**src/hdl/ssag_pkg.sv**
```systemverilog
// ---------------------------------------------------------------------------
// ssag_pkg
// Shared constants, register indexes, heading codes and neighbour types for
// the spiral scan address generator.
// ---------------------------------------------------------------------------
package ssag_pkg;

   // grid store dimensions
   localparam int MAX_ROWS = 64;
   localparam int MAX_COLS = 64;

   localparam int ROW_W  = (MAX_ROWS > 1) ? $clog2(MAX_ROWS) : 1;
   localparam int COL_W  = (MAX_COLS > 1) ? $clog2(MAX_COLS) : 1;
   localparam int DEPTH  = MAX_ROWS * MAX_COLS;
   localparam int ADDR_W = (DEPTH > 1) ? $clog2(DEPTH) : 1;

   // field widths
   localparam int NUM_W      = 7;
   localparam int START_W    = 6;
   localparam int HEAD_W     = 2;
   localparam int CELL_W     = 6;
   localparam int ORDER_W    = 13;
   localparam int CSR_IDX_W  = 3;
   localparam int CSR_DATA_W = 7;

   // width for bound compares: holds both the register values and the store size
   localparam int RDIM_W = $clog2(MAX_ROWS + 1);
   localparam int CDIM_W = $clog2(MAX_COLS + 1);
   localparam int DIM_RC = (RDIM_W > CDIM_W) ? RDIM_W : CDIM_W;
   localparam int DIM_W  = (DIM_RC > NUM_W) ? DIM_RC : NUM_W;

   // walk tag stored per cell
   localparam int EPOCH_W = 8;
   localparam logic [EPOCH_W-1:0] EPOCH_MAX = {EPOCH_W{1'b1}};

   // register indexes
   localparam logic [CSR_IDX_W-1:0] CSR_NUM_ROWS      = 3'd0;
   localparam logic [CSR_IDX_W-1:0] CSR_NUM_COLS      = 3'd1;
   localparam logic [CSR_IDX_W-1:0] CSR_START_ROW     = 3'd2;
   localparam logic [CSR_IDX_W-1:0] CSR_START_COL     = 3'd3;
   localparam logic [CSR_IDX_W-1:0] CSR_START_HEADING = 3'd4;
   localparam logic [CSR_IDX_W-1:0] CSR_TURN_CW       = 3'd5;

   // register reset values
   localparam logic [NUM_W-1:0]   RST_NUM_ROWS  = 7'd64;
   localparam logic [NUM_W-1:0]   RST_NUM_COLS  = 7'd64;
   localparam logic [START_W-1:0] RST_START_ROW = 6'd63;
   localparam logic [START_W-1:0] RST_START_COL = 6'd0;
   localparam logic [HEAD_W-1:0]  RST_START_HEAD = 2'd2;

   // heading codes
   localparam logic [HEAD_W-1:0] HEAD_LEFT  = 2'd0;
   localparam logic [HEAD_W-1:0] HEAD_UP    = 2'd1;
   localparam logic [HEAD_W-1:0] HEAD_RIGHT = 2'd2;
   localparam logic [HEAD_W-1:0] HEAD_DOWN  = 2'd3;

   typedef struct packed {
      logic              in_grid;
      logic [ROW_W-1:0]  row;
      logic [COL_W-1:0]  col;
      logic [ADDR_W-1:0] addr;
      logic [HEAD_W-1:0] dir;
   } cand_type;

   typedef struct packed {
      cand_type ahead;
      cand_type turned;
   } nbr_type;

   function automatic logic [ADDR_W-1:0] cell_addr(input logic [ROW_W-1:0] row,
                                                    input logic [COL_W-1:0] col);
      return ADDR_W'(int'(row) * MAX_COLS + int'(col));
   endfunction

endpackage

```
**src/hdl/ssag_nbr.sv**
```systemverilog
// ---------------------------------------------------------------------------
// ssag_nbr
// Neighbour logic: the cell ahead and the cell one turn away, with their
// grid bounds check and map address.
// ---------------------------------------------------------------------------
module ssag_nbr import ssag_pkg::*; (
   input  logic [ROW_W-1:0]  pos_row,
   input  logic [COL_W-1:0]  pos_col,
   input  logic [HEAD_W-1:0] heading,
   input  logic              turn_cw,
   input  logic [NUM_W-1:0]  num_rows,
   input  logic [NUM_W-1:0]  num_cols,
   output nbr_type           nbr
);

   localparam logic signed [DIM_W:0] ONE_S = (DIM_W+1)'(1);

   logic [DIM_W-1:0]  rows_lim;
   logic [DIM_W-1:0]  cols_lim;
   logic [HEAD_W-1:0] turn_dir;

   function automatic cand_type step_cand(input logic [HEAD_W-1:0] dir,
                                          input logic [ROW_W-1:0]  prow,
                                          input logic [COL_W-1:0]  pcol,
                                          input logic [DIM_W-1:0]  rlim,
                                          input logic [DIM_W-1:0]  clim);
      logic signed [DIM_W:0] r;
      logic signed [DIM_W:0] c;
      cand_type              cand;
      r = signed'({1'b0, DIM_W'(prow)});
      c = signed'({1'b0, DIM_W'(pcol)});
      case (dir)
         HEAD_LEFT:  c = c - ONE_S;
         HEAD_UP:    r = r - ONE_S;
         HEAD_RIGHT: c = c + ONE_S;
         HEAD_DOWN:  r = r + ONE_S;
         default: ;
      endcase
      cand.in_grid = !r[DIM_W] && !c[DIM_W]
                     && (r < signed'({1'b0, rlim})) && (c < signed'({1'b0, clim}));
      cand.row  = r[ROW_W-1:0];
      cand.col  = c[COL_W-1:0];
      cand.addr = cell_addr(cand.row, cand.col);
      cand.dir  = dir;
      return cand;
   endfunction

   // bounds clipped to the store size
   assign rows_lim = (DIM_W'(num_rows) < DIM_W'(MAX_ROWS)) ? DIM_W'(num_rows) : DIM_W'(MAX_ROWS);
   assign cols_lim = (DIM_W'(num_cols) < DIM_W'(MAX_COLS)) ? DIM_W'(num_cols) : DIM_W'(MAX_COLS);

   assign turn_dir = turn_cw ? heading + HEAD_W'(1) : heading + HEAD_W'(3);

   assign nbr.ahead  = step_cand(heading, pos_row, pos_col, rows_lim, cols_lim);
   assign nbr.turned = step_cand(turn_dir, pos_row, pos_col, rows_lim, cols_lim);

endmodule

```
**config.mk**
```make
export PLATFORM = sky130hd
export DESIGN_NAME = ssag_nbr
export DESIGN_NICKNAME = d
export VERILOG_FILES = /design/src/hdl/ssag_pkg.sv /design/src/hdl/ssag_nbr.sv
export SDC_FILE = /design/constraint.sdc
export NUM_CORES = 1
export LEC_CHECK = 0
export ABC_AREA = 1
export BUFFER_PORTS_ARGS = -buffer_cell sky130_fd_sc_hd__buf_4
export CORE_MARGIN = 5
export CORE_UTILIZATION = 35
export DETAILED_ROUTE_END_ITERATION = 8
export PLACE_DENSITY = 0.68
export SKIP_LAST_GASP = 1
export SYNTH_ARGS = -nofsm -noshare
export SYNTH_HDL_FRONTEND = slang
export SYNTH_SLANG_ARGS = --single-unit
```
**constraint.sdc**
```tcl
create_clock -name vclk -period 2.4
set_input_delay 0.12 -clock vclk [all_inputs]
set_output_delay 0.12 -clock vclk [all_outputs]
set_load 0.005 [all_outputs]
```
==> metrics.yaml <==
finish:
  syn2layout_area_growth_pct: 33.4
  antennaDiodeCount: 0
  regArea_um2: 0
  n_sequential_cell: 0
  layout.nets: 412
  clkbuf_count: 0
  layout-drive-gt1-share: 0.355
drt:
  vias: 2002
  detail-route-antenna-nets: 0
  top_layer: "met4"
  route.met3.wl_um: 416
  vias_per_cell: 4.78
  drc: 0
  drt-met1-wl_mm: 2.17
  wl_met2_mm: 2.57
  drt_iter0_markers: 80
  wl_per_cell_um: 12.6
  drt_wl_total_mm: 5.28
  first_pass_iters: 4
logic_synthesis:
  ys_types: 29
  yosysTopAreaCell: "ha_1"
  synth_top_area_frac: 0.226
  syn_area_mm2: 0.00177
  syn-instance-count: 286
  yosys_warnings: 0
  yosys-top-cells-area: "ha_1, nand2_1, buf_4"
  syn_nets: 347
  synth_seq_area_share: 0
  synth_area_per_cell_um2: 6.20
die:
  io_pins: 83
  rows: 26
  core_mm2: 0.00501
  die_area_mm2: 0.00659
  die_w_um: 81.2
  die_h_um: 81.2
  start_util: 0.354
timing:
  min_period_ps: 2160
  tightest_slew_ps: 398
  final_min_period_over_clock_period: 0.901
  hold_slack_ps: 502
  fmax_mhz: 463
  final_max_slew_viol_count: 0
  hold_viol_final: 0
  rsz0062_at_grt: "false"
  finalSetupTns_ps: 0
  slew_headroom: 0.734
  setup_violations: 0
global_routing:
  grt_use_total: 0.159
  first_global_vias: 1975
  grt_pass1_wl_mm: 8.65
  antenna_found_initial: 0
  overflow: 0
  grt_max_degree: 13
critical_path:
  cp_data_required_time_ps: 2280
  startpoint_type: "primary input"
  worst-path-max-fanout: 5
  critical_path_buf_inv_count: 4
  slowest_stage: "ha_1"
  path_cells: "buf_4 -> xor2_4 -> inv_1 -> ha_1 -> nor2_2 -> inv_1 -> o221ai_1 -> ha_1 -> a21oi_1 -> nand3b_1 -> nand2_1 -> nor2_1 -> nand2_1 -> nor2_1 -> buf_4"
  cp-end-kind: "primary output"
  criticalPathCategory: "in -> out"
  cp.arrival_ps: 2040
  crit_path_max_incr_delay_ps: 260
  cp_top_family: "adder cells"
pwr:
  cellPowerDensity_mw_per_mm2: 264
  ir_drop_uv: 130
  p_leak_nw: 1.30
  finalPower_mw: 0.626
clock_network:
  postCtsResizedCells: 0
  post_cts_buffers: 0
  hold_buffers: 0
job:
  max_cap_violations: 0
place:
  gp_congestion: 0.944
  dp_hpwl_mm: 4.68
  port_buffers: 83
status:
  outcome: "finished, final reports clean"
min_path:
  hold_path_class: "in -> out"
-- cell families after synthesis --
family / synth area share
AND/OR/NAND/NOR: 0.323
buffers and inverters: 0.223
multiplexers: 0.00564
XOR/XNOR: 0.0973
adder cells (fa/ha/maj): 0.226
AO/OA/AOI/OAI: 0.126
-- cell usage after synthesis --
cell / count
nand3b_1: 2
ha_1: 32
o2bb2ai_1: 1
inv_2: 6
a21oi_1: 18
nand3_2: 2
nor2_2: 3
xnor2_2: 1
xnor2_1: 1
nand2_1: 73
buf_4: 26
xor2_1: 15
o21ai_1: 2
nor3_2: 3
o221ai_1: 5
inv_4: 1
nor2_1: 22
o21ai_0: 6
buf_6: 4
o22ai_1: 4
nand3_1: 12
inv_1: 31
buf_2: 2
o211ai_1: 2
nor2_4: 2
mux2i_1: 1
xor2_2: 1
nand2_2: 4
nand4_1: 4
-- per-layer routing --
metal,global-route usage,vias up
li1,-,1035
met1,0.182,870
met2,0.315,85
met3,0.0133,12
met4,0.0355,0
met5,0,-
-- metrics by stage --
step | cell area [um^2] | util | worst slack, ps | std cells
after global routing | 2370 | 0.473 | 2.71 | 419
after global placement | 2320 | 0.464 | 162 | 419
after detailed placement | 2320 | 0.464 | 102 | 419
after floorplan | 1770 | - | 466 | 286
final | 2370 | 0.473 | 238 | 419
after CTS | 2320 | 0.464 | 102 | 419
-- layout make-up --
cell class	count	area (um^2)
Fill cell	581	2640
Multi-Input combinational cell	216	1420
Timing Repair Buffer	95	713
Inverter	38	145
Tap cell	70	87.6
-- worst paths after layout --
| path | startpoint | cells past startpoint | end |
|---|---|---|---|
| setup / recovery | turn_cw | 15 | nbr[26] |
| hold / removal | heading[1] | 2 | nbr[28] |
-- report_power, final --
group | internal (mW) | leakage [nW] | switching (mW)
clock network | 0 | 0 | 0
registers | 0 | 0 | 0
logic | 0.314 | 1.30 | 0.312
total | 0.314 | 1.30 | 0.312
-- placed cells by master, fill, tap and decap left out, types with 5 or more instances in the layout --
cell      n
buf_4    95
nand2_1  73
inv_1    31
ha_1     31
nor2_1   21
a21oi_1  18
xor2_1   14
nand3_1  12
inv_2     6
o21ai_0   5
No activity file was read; power rests on OpenSTA's default activity.
